[src/rtl/core/assert_macros.svh]
// Assertion macros shared by the RTL of this project
`ifndef ASSERT_MACROS_SVH
`define ASSERT_MACROS_SVH

// Clocked assertion, disabled while reset is asserted
`define QW_ASSERT(label, clk, rst_n, prop, msg) \
    label: assert property (@(posedge clk) disable iff (!rst_n) (prop)) else $error(msg);

// Clocked assertion checked at every edge, reset included
`define QW_ASSERT_ALWAYS(label, clk, prop, msg) \
    label: assert property (@(posedge clk) (prop)) else $error(msg);

`endif

[src/rtl/core/qwvr_pkg.sv]
// Shared types, constants and quarter-wave sine table for the vector rotator
`timescale 1ns / 1ps
`default_nettype none

package qwvr_pkg;

    localparam int unsigned VEC_W   = 16;
    localparam int unsigned ANGLE_W = 8;
    localparam int unsigned MAG_W   = 8;
    localparam int unsigned IDX_W   = 7;

    localparam logic [ANGLE_W-1:0] QUARTER_TURN = 8'h40;
    localparam logic [IDX_W-1:0]   HALF_TURN    = 7'h40;
    localparam logic [VEC_W-1:0]   ROUND_HALF   = 16'h0080;

    localparam logic OP_ROTATE     = 1'b0;
    localparam logic OP_ROTATE_NEG = 1'b1;

    typedef struct packed {
        logic [MAG_W-1:0] mag;
        logic             neg;
    } t_trig;

    function automatic logic [MAG_W-1:0] qwvr_quarter_sine(input logic [IDX_W-1:0] idx);
        logic [MAG_W-1:0] v;
        unique case (idx)
            7'd0:  v = 8'h00; 7'd1:  v = 8'h06; 7'd2:  v = 8'h0D; 7'd3:  v = 8'h13;
            7'd4:  v = 8'h19; 7'd5:  v = 8'h1F; 7'd6:  v = 8'h26; 7'd7:  v = 8'h2C;
            7'd8:  v = 8'h32; 7'd9:  v = 8'h38; 7'd10: v = 8'h3E; 7'd11: v = 8'h44;
            7'd12: v = 8'h4A; 7'd13: v = 8'h50; 7'd14: v = 8'h56; 7'd15: v = 8'h5C;
            7'd16: v = 8'h62; 7'd17: v = 8'h68; 7'd18: v = 8'h6D; 7'd19: v = 8'h73;
            7'd20: v = 8'h79; 7'd21: v = 8'h7E; 7'd22: v = 8'h84; 7'd23: v = 8'h89;
            7'd24: v = 8'h8E; 7'd25: v = 8'h93; 7'd26: v = 8'h98; 7'd27: v = 8'h9D;
            7'd28: v = 8'hA2; 7'd29: v = 8'hA7; 7'd30: v = 8'hAC; 7'd31: v = 8'hB1;
            7'd32: v = 8'hB5; 7'd33: v = 8'hB9; 7'd34: v = 8'hBE; 7'd35: v = 8'hC2;
            7'd36: v = 8'hC6; 7'd37: v = 8'hCA; 7'd38: v = 8'hCE; 7'd39: v = 8'hD1;
            7'd40: v = 8'hD5; 7'd41: v = 8'hD8; 7'd42: v = 8'hDC; 7'd43: v = 8'hDF;
            7'd44: v = 8'hE2; 7'd45: v = 8'hE5; 7'd46: v = 8'hE7; 7'd47: v = 8'hEA;
            7'd48: v = 8'hED; 7'd49: v = 8'hEF; 7'd50: v = 8'hF1; 7'd51: v = 8'hF3;
            7'd52: v = 8'hF5; 7'd53: v = 8'hF7; 7'd54: v = 8'hF8; 7'd55: v = 8'hFA;
            7'd56: v = 8'hFB; 7'd57: v = 8'hFC; 7'd58: v = 8'hFD; 7'd59: v = 8'hFE;
            7'd60: v = 8'hFF; 7'd61: v = 8'hFF; 7'd62: v = 8'hFF; 7'd63: v = 8'hFF;
            7'd64: v = 8'hFF;
            default: v = 8'h00;
        endcase
        return v;
    endfunction

    function automatic t_trig qwvr_sine(input logic [ANGLE_W-1:0] ang);
        logic [IDX_W-1:0] a;
        t_trig            t;
        a = ang[IDX_W-1:0];
        if (a >= HALF_TURN[IDX_W-1:0] - 7'd0 && a[IDX_W-1]) begin
            a = 7'd0 - a;
        end
        t.mag = qwvr_quarter_sine(a);
        t.neg = ang[ANGLE_W-1];
        return t;
    endfunction

endpackage

`default_nettype wire

[src/rtl/core/qwvr_scale.sv]
// Sign-magnitude product of a 16-bit signed component and an 8-bit factor with sign
`timescale 1ns / 1ps
`default_nettype none

module qwvr_scale
    import qwvr_pkg::*;
(
    input  wire logic [VEC_W-1:0] i_v,
    input  wire t_trig            i_f,
    output logic      [VEC_W-1:0] o_p
);

    logic             v_neg;
    logic [VEC_W-1:0] v_mag;
    logic [VEC_W-1:0] lo_prod;
    logic [VEC_W-1:0] hi_prod;
    logic [VEC_W-1:0] lo_rnd;
    logic [VEC_W-1:0] mag_sum;

    assign v_neg   = i_v[VEC_W-1];
    assign v_mag   = v_neg ? (16'd0 - i_v) : i_v;
    assign lo_prod = v_mag[MAG_W-1:0] * i_f.mag;
    assign hi_prod = v_mag[VEC_W-1:MAG_W] * i_f.mag;
    assign lo_rnd  = (lo_prod + ROUND_HALF) >> MAG_W;
    assign mag_sum = hi_prod + lo_rnd;
    assign o_p     = (v_neg != i_f.neg) ? (16'd0 - mag_sum) : mag_sum;

endmodule

`default_nettype wire

[src/rtl/core/quarter_wave_vector_rotator.sv]
// Top level: 2-D vector rotation by an 8-bit angle using a quarter-wave sine table
// Usage:
//   Input channel (i_in_valid / o_in_ready) carries one transaction: i_opcode,
//   i_x_in, i_y_in, i_angle. Opcode OP_ROTATE rotates by the angle, OP_ROTATE_NEG
//   by the negated angle. Output channel (o_out_valid / i_out_ready) carries
//   o_x_out and o_y_out, each wrapping modulo 2^16.
//   Path: a transaction accepted is captured in the input register, passes the
//   table lookup, four 16x8 sign-magnitude products and the adders, and lands in
//   the result register when that register is empty or its result is being
//   taken; o_out_valid then goes high and the result can be taken.
//   Throughput: one transaction per cycle while i_out_ready stays high, set by the
//   single combinational pass between the input register and the result register.
//   Stall: when i_out_ready is low the result holds; the input register still
//   takes one more transaction if empty, then o_in_ready drops until the result
//   is taken.
//   Reset: i_rst_n low synchronously empties both registers; no transaction is
//   in flight after reset; the data registers themselves are not reset.
`timescale 1ns / 1ps
`default_nettype none

`include "assert_macros.svh"

module quarter_wave_vector_rotator
    import qwvr_pkg::*;
(
    input  wire logic                      i_clk,
    input  wire logic                      i_rst_n,
    input  wire logic                      i_in_valid,
    output logic                           o_in_ready,
    input  wire logic                      i_opcode,
    input  wire logic signed [VEC_W-1:0]   i_x_in,
    input  wire logic signed [VEC_W-1:0]   i_y_in,
    input  wire logic        [ANGLE_W-1:0] i_angle,
    output logic                           o_out_valid,
    input  wire logic                      i_out_ready,
    output logic signed      [VEC_W-1:0]   o_x_out,
    output logic signed      [VEC_W-1:0]   o_y_out
);

    logic               r_s1_valid;
    logic               n_s1_valid;
    logic               r_opcode;
    logic [VEC_W-1:0]   r_x;
    logic [VEC_W-1:0]   r_y;
    logic [ANGLE_W-1:0] r_angle;
    logic               r_out_valid;
    logic               n_out_valid;
    logic [VEC_W-1:0]   r_x_out;
    logic [VEC_W-1:0]   r_y_out;

    logic               s1_advance;
    logic               in_accept;
    logic [ANGLE_W-1:0] eff_angle;
    t_trig              sin_t;
    t_trig              cos_t;
    t_trig              nsin_t;
    logic [VEC_W-1:0]   x_cos;
    logic [VEC_W-1:0]   y_sin;
    logic [VEC_W-1:0]   x_nsin;
    logic [VEC_W-1:0]   y_cos;

    assign s1_advance = !r_out_valid || i_out_ready;
    assign o_in_ready = !r_s1_valid || s1_advance;
    assign in_accept  = i_in_valid && o_in_ready;

    always_comb begin
        n_s1_valid = r_s1_valid;
        if (in_accept) begin
            n_s1_valid = 1'b1;
        end else if (s1_advance) begin
            n_s1_valid = 1'b0;
        end
    end

    always_comb begin
        n_out_valid = r_out_valid;
        if (s1_advance) begin
            n_out_valid = r_s1_valid;
        end
    end

    always_ff @(posedge i_clk) begin
        if (!i_rst_n) begin
            r_s1_valid  <= 1'b0;
            r_out_valid <= 1'b0;
        end else begin
            r_s1_valid  <= n_s1_valid;
            r_out_valid <= n_out_valid;
        end
    end

    always_ff @(posedge i_clk) begin
        if (in_accept) begin
            r_opcode <= i_opcode;
            r_x      <= i_x_in;
            r_y      <= i_y_in;
            r_angle  <= i_angle;
        end
    end

    assign eff_angle = (r_opcode == OP_ROTATE_NEG) ? (8'd0 - r_angle) : r_angle;
    assign sin_t     = qwvr_sine(eff_angle);
    assign cos_t     = qwvr_sine(eff_angle + QUARTER_TURN);
    assign nsin_t    = '{mag: sin_t.mag, neg: !sin_t.neg};

    qwvr_scale u_x_cos  (.i_v(r_x), .i_f(cos_t),  .o_p(x_cos));
    qwvr_scale u_y_sin  (.i_v(r_y), .i_f(sin_t),  .o_p(y_sin));
    qwvr_scale u_x_nsin (.i_v(r_x), .i_f(nsin_t), .o_p(x_nsin));
    qwvr_scale u_y_cos  (.i_v(r_y), .i_f(cos_t),  .o_p(y_cos));

    always_ff @(posedge i_clk) begin
        if (s1_advance && r_s1_valid) begin
            r_x_out <= x_cos + y_sin;
            r_y_out <= x_nsin + y_cos;
        end
    end

    assign o_out_valid = r_out_valid;
    assign o_x_out     = r_x_out;
    assign o_y_out     = r_y_out;

    `QW_ASSERT(a_empty_takes, i_clk, i_rst_n, !r_s1_valid |-> o_in_ready, "input stage empty but not ready")
    `QW_ASSERT(a_accept_fills, i_clk, i_rst_n, in_accept |=> r_s1_valid, "accepted transaction lost at input stage")
    `QW_ASSERT(a_stage_moves, i_clk, i_rst_n, (r_s1_valid && s1_advance) |=> o_out_valid, "input stage advanced but no result")
    `QW_ASSERT(a_stall_blocks, i_clk, i_rst_n, (r_s1_valid && r_out_valid && !i_out_ready) |-> !o_in_ready, "transaction accepted while full and stalled")

endmodule

`default_nettype wire

[config.mk]
export PLATFORM = sky130hd
export DESIGN_NAME = quarter_wave_vector_rotator
export DESIGN_NICKNAME = d
export VERILOG_FILES = /design/src/rtl/core/qwvr_pkg.sv /design/src/rtl/core/qwvr_scale.sv /design/src/rtl/core/quarter_wave_vector_rotator.sv
export VERILOG_INCLUDE_DIRS = /design/src /design/src/rtl/core
export SDC_FILE = /design/constraint.sdc
export NUM_CORES = 1
export LEC_CHECK = 0
export BUFFER_PORTS_ARGS = -buffer_cell sky130_fd_sc_hd__buf_2
export CAP_MARGIN = 40
export CELL_PAD_IN_SITES_DETAIL_PLACEMENT = 0
export CELL_PAD_IN_SITES_GLOBAL_PLACEMENT = 1
export CORE_MARGIN = 4
export CORE_UTILIZATION = 45
export DETAILED_ROUTE_END_ITERATION = 7
export PLACE_DENSITY = 0.81
export SKIP_LAST_GASP = 1
export SYNTH_ARGS = -nofsm -noshare
export SYNTH_HDL_FRONTEND = slang
export SYNTH_SLANG_ARGS = --single-unit
[constraint.sdc]
create_clock -name i_clk -period 30.2 [get_ports i_clk]
set_clock_uncertainty 0.15 [all_clocks]
set_input_delay 3.02 -clock i_clk [delete_from_list [all_inputs] [get_ports i_clk]]
set_output_delay 3.02 -clock i_clk [all_outputs]
set_load 0.01 [all_outputs]
==> Word level (Yosys, flattened, before mapping) <==
Memories as Yosys holds them, arrays and structs flattened.
Index checks and enable logic that the tools add are counted.
{ "word_totals": {"reg_bits": 75, "mem_bits_ro": 2048, "in_bits": 45, "out_inout_bits": 34, "wordCells": 65, "mem_count": 2} }
{ "memory_table": {"columns": ["memory", "depth", "word_bits", "rd", "rd_clocked_by_memory_dff", "write_ports", "line_no", "rtl"], "rows": [
  ["(no name shown)", 128, 8, 1, 0, 0, "qwvr_pkg.sv:26", "unique case (idx)"],
  ["(no name shown)", 128, 8, 1, 0, 0, "qwvr_pkg.sv:26", null]
]} }
{ "classes": {"add_sub_neg": 20, "n_mul": 8, "order_cmp": 2, "n_eq_ne": 4, "muxes": 11, "reduce_logical": 10} }
{ "ops": {"columns": ["op", "count"], "rows": [
  ["$mul 8x8->16", 8],
  ["$mux 16", 6],
  ["$sub 1x16->16 const A", 6],
  ["$add 16x8->16", 4],
  ["$add 16x8->16 const B", 4],
  ["$add 16x16->16", 2],
  ["$ge 7x7->1 const B", 2],
  ["$mux 7", 2],
  ["$sub 1x7->7 const A", 2],
  ["$add 8x7->8 const B", 1],
  ["$mux 8", 1],
  ["$sub 1x8->8 const A", 1],
  ["$logic_and 1x1->1", 4],
  ["$ne 1x1->1", 4],
  ["$logic_not 1->1", 3],
  ["$logic_or 1x1->1", 2],
  ["$mux 1", 2],
  ["$reduce_bool 2->1", 1]
]} }

==> Longest topological paths before layout <==
An unclocked memory read counts as a cell.
{ "depth": {"ltp_word": 13, "depth_mapped": 60, "depth_no_buf": 55} }

==> Hierarchy <==
Synthesis repeated with hierarchy kept, for this count alone.
{ "unflattened": {"cells_unflattened": 2886, "area_unflattened_um2": 25160.4} }
{ "by_module_without_submodules": {"columns": ["mod", "instances", "cells_per_inst", "area_each_um2", "seq_area_each_um2"], "rows": [
  ["quarter_wave_vector_rotator", 1, 580, 5784.3, 2232.1],
  ["qwvr_scale (u_x_cos)", 1, 588, 4937.2, 0.0],
  ["qwvr_scale (u_y_cos)", 1, 576, 4867.2, 0.0],
  ["qwvr_scale (u_x_nsin)", 1, 578, 4799.6, 0.0],
  ["qwvr_scale (u_y_sin)", 1, 564, 4772.1, 0.0]
]} }

==> Worst setup path before layout <==
OpenSTA, ideal clock, no wires.
{ "synth_path": {"path_kind": "register -> register", "start": "reg r_angle[0]", "end": "reg r_y_out[15] (netlist: o_y_out[15]) (data pin)", "setup_time_ps": 268, "arrival_time_ps": 13000, "t_required_ps": 29782, "path_slack_ps": 16782, "path_stages_with_launch": 52, "path_buffers": 5, "period_less_slack_ps": 13418, "path_cell_list": "edfxtp_1 -> clkinv_1 -> ha_1 -> buf_2 -> nand2b_1 -> buf_2 -> or3_1 -> nand3_1 -> a31oi_1 -> ha_1 -> buf_1 -> nor3_1 -> nor3b_1 -> o311ai_0 -> and2_1 -> clkbuf_2 -> buf_2 -> nand2_1 -> [... 16 more ...] -> fa_1 -> fa_1 -> inv_1 -> ha_1 -> o21ai_0 -> a21oi_1 -> or4_1 -> o311ai_0 -> or4b_2 -> and2_1 -> xnor2_1 -> ha_1 -> or2_2 -> o31ai_1 -> a21oi_1 -> a31oi_1 -> o21ai_0 -> xnor3_1"} }
{ "synth_between": {"elab_chain_len": 13, "word_cells_on_any_way": 29, "cone_classes": "11 x add/sub; 4 x mul; 2 x order compare; 2 x eq/ne; 5 x mux; 3 x reduce/logical; 2 x memory"} }
{ "synth_lines": {"columns": ["item", "line_no", "rtl"], "rows": [
  ["start, declared", "quarter_wave_vector_rotator.sv:45", "logic [ANGLE_W-1:0] r_angle;"],
  ["start signal, assigned", "quarter_wave_vector_rotator.sv:97", "r_angle <= i_angle;"],
  ["$sub 1x8->8", "quarter_wave_vector_rotator.sv:101", "assign eff_angle = (r_opcode == OP_ROTATE_NEG) ? (8'd0 - r_angle) : r_angle;"],
  ["$mux 8 *", "quarter_wave_vector_rotator.sv:101", null],
  ["$add 8x7->8", "quarter_wave_vector_rotator.sv:103", "assign cos_t = qwvr_sine(eff_angle + QUARTER_TURN);"],
  ["$ge 7x7->1", "qwvr_pkg.sv:53", "if (a >= HALF_TURN[IDX_W-1:0] - 7'd0 && a[IDX_W-1]) begin"],
  ["$logic_and 1x1->1", "qwvr_pkg.sv:53", null],
  ["$mux 7", "qwvr_pkg.sv:53", null],
  ["$mem_v2 128x8", null, null],
  ["$mul 8x8->16", "qwvr_scale.sv:22", "assign lo_prod = v_mag[MAG_W-1:0] * i_f.mag;"],
  ["$add 16x8->16", "qwvr_scale.sv:24", "assign lo_rnd = (lo_prod + ROUND_HALF) >> MAG_W;"],
  ["$add 16x8->16", "qwvr_scale.sv:25", "assign mag_sum = hi_prod + lo_rnd;"],
  ["$sub 1x16->16", "qwvr_scale.sv:26", "assign o_p = (v_neg != i_f.neg) ? (16'd0 - mag_sum) : mag_sum;"],
  ["$mux 16", "qwvr_scale.sv:26", null],
  ["$add 16x16->16 *", "quarter_wave_vector_rotator.sv:114", "r_y_out <= x_nsin + y_cos;"],
  ["end signal, assigned", "quarter_wave_vector_rotator.sv:114", null],
  ["end, declared", "quarter_wave_vector_rotator.sv:49", "logic [VEC_W-1:0] r_y_out;"]
]} }
Every way passes the cells marked *; elsewhere a longest branch is shown, timed or not.
A chain may end at the register's enable or synchronous reset.

==> Worst setup path after layout <==
Same ends and word-level chain as after synthesis.

==> results.yml <==
detailed_routing:
  ant_nets: 0
  route.detailed.drc: 0
  viasPerCell: 5.54
  routedWlPerCell_um: 18.4
  num_vias: 19936
  wl_um: 66300
  drt-pass1-iter-count: 5
  first_iter_violations: 1228
clock_network:
  postCtsHoldBufs: 0
  cts_tree: "done"
  htree_levels: 3
  post_cts_buffers: 0
  numCtsBuffers: 9
  cts_root_buf: "clkbuf_16"
  clk_latency_ns: 0.41
  ctsResizeCount: 0
  clk_pin_slew_worst_paths_ns: 0.07
  clk_path_buf_depth: 2
  clock-sinks: 75
logic_synthesis:
  yosysMostFrequentCell: "inv_1"
  synth.area.top_cells: "fa_1 (26%), ha_1 (18%), edfxtp_1 (9.1%), inv_1 (7.0%), nor2_1 (5.4%)"
  synth_fp_nets: 3567
  netlist_instances: 2853
  synth_top_area_share_pct: 26.4
  synth-seq-cells: 75
  synth_edf_count: 73
  synth_area_um2: 24100
  synthTopCellsByCount: "inv_1 (448), ha_1 (351), nor2_1 (346)"
  ys_async_sr_fraction_pct: 0
  synthDistinctLibCells: 84
  syn_avg_cell_area_um2: 8.46
  seq_area_frac_synth_pct: 9.25
  yosysWarnings: 0
  yosysTopAreaCell: "fa_1"
  synth_flop_cell: "edfxtp_1"
finish:
  multi_input_area_um2: 19800
  drive_gt1_share_pct: 7.86
  area_growth_pct: 7.08
  fin_nets: 3622
  n_antenna_cell: 0
  fill_cells: 4994
  finalNonFillerCells: 3601
  seqCellArea_um2: 2230
sta:
  hold_viol_final: 0
  final_max_slew_viol_count: 0
  period_minus_slack_ns: 15.60
  max_slew_margin_pct: 35.8
  fin_crit_sh_pct: 51.7
  worst_pin_slew_ns: 0.960
  rsz0062_at_grt: "false"
  tns_ns: 0
  max_freq_mhz: 64.1
  final-setup-viol-count: 0
floorplan:
  num_rows: 84
  die_area_um2: 57400
  initial_core_util_pct: 45.6
  fp.dieW_um: 240
  die_y_um: 240
  ios: 79
  core_um2: 52900
critical_path:
  crit_path_frequent_cell: "fa_1"
  critPathSlowestCell: "edfxtp_1"
  reg2reg_from: "r_angle[0]"
  crit_path_max_fanout: 35
  critPathArrivalTime_ns: 15.58
  cpPeakStageDelay_ns: 0.92
  crit_path_end: "o_y_out[15]"
  crit_buf_inv: 8
  end_kind: "flip-flop"
  startpoint: "r_angle[0]"
  critPathKind: "reg2reg"
  setup.worst_path.start_class: "flip-flop"
  r2r_end: "o_y_out[15]"
  cp.depth: 45
  worst_ep_required_time_ns: 30.18
  r2r_slack_ns: 14.60
  reg2reg_depth: 45
  critical-path-top-delay-family: "adder cells"
placement:
  dp_hpwl_um: 52400
  portBuffers: 78
  place_inst: 3585
  gp_congestion: 0.884
global_routing:
  antenna_found_initial: 0
  grt_max_degree: 42
  grt_pass1_vias: 20692
  grt_use_total_pct: 23.7
  grt.overflow.total: 0
  grt_pass1_wl_um: 109000
hold_path:
  worstHoldStart: "r_s1_valid"
  hp-class: "reg2reg"
status:
  status: "finished clean"
run:
  drv_cap: 0
-- worst min-delay path by stage --
| stage | end | depth (start not counted) |
|---|---|---|
| final | o_out_valid | 1 |
| after global routing | o_out_valid | 1 |
| after CTS | o_out_valid | 1 |
| after detailed placement | o_out_valid | 1 |
| after global placement | o_out_valid | 1 |
| after floorplan | o_out_valid | 1 |
-- worst register-to-register path, delay by kind of cell (launching register included) --
kind                     cells  cell delay, ns
adder cells (fa/ha/maj)     12            5.24
flip-flops                   1            0.92
AO/OA/AOI/OAI               10            2.29
buffers and inverters        8            2.20
XOR/XNOR                     3            0.84
AND/OR/NAND/NOR             12            3.68
-- placed cells by master, fill, tap and decap left out, types with 26 or more instances in the layout --
cell type,n
buf_2,80
nor2b_1,31
nand3_1,38
ha_1,351
nand2b_1,47
xnor2_1,126
buf_4,68
o21ai_0,91
a21o_1,27
or3_1,26
nand2_1,254
inv_1,448
edfxtp_1,73
nor3_1,43
a21oi_1,96
fa_1,318
xor2_1,79
nor2_1,346
-- layer usage --
metal / up-vias / global-route usage, % / routed length (µm)
li1: 9453 / - / -
met1: 9764 / 32.8 / 29800
met2: 614 / 38.4 / 30500
met3: 105 / 4.41 / 4270
met4: 0 / 6.56 / 1710
met5: - / 0 / 0
-- registers in the layout, indices dropped and copies added (netlist names) --
register / cells
o_out_valid: 1
o_x_out: 16
o_y_out: 16
r_angle: 8
r_opcode: 1
r_s1_valid: 1
r_x: 16
r_y: 16
-- through the flow --
stage                     util (%)  hold slack [ns]  instance area [µm²]  worst slack (ns)
after floorplan                  -            0.327                24100             16.78
after global placement        48.0            0.344                25400             14.92
after detailed placement      48.3            0.367                25500             14.74
after CTS                     48.9            0.383                25800             14.67
after global routing          48.9            0.411                25800             13.73
final                         48.9            0.381                25800             14.60
-- final cells by class --
type | count | share of cell area [%]
Clock buffer | 10 | 0.886
Clock inverter | 6 | 0.252
Inverter | 453 | 6.59
Multi-Input combinational cell | 2218 | 76.6
Sequential cell | 75 | 8.64
Tap cell | 688 | 3.33
Timing Repair Buffer | 151 | 3.72
-- cells by family (layout without fill, tap and decap cells) --
family | count (synthesis) | count (layout) | synth area share [%]
xor+xnor | 210 | 210 | 7.87
simple gates | 909 | 909 | 17.2
compound gates | 422 | 422 | 11.7
fa+ha+maj | 669 | 669 | 44.6
mux | 8 | 8 | 0.436
flops | 75 | 75 | 9.25
buf+inv | 560 | 620 | 9.00
Power is left out: the tool's default activity adds up to more than one toggle a clock period on the data nets, which glitch-free logic cannot reach.
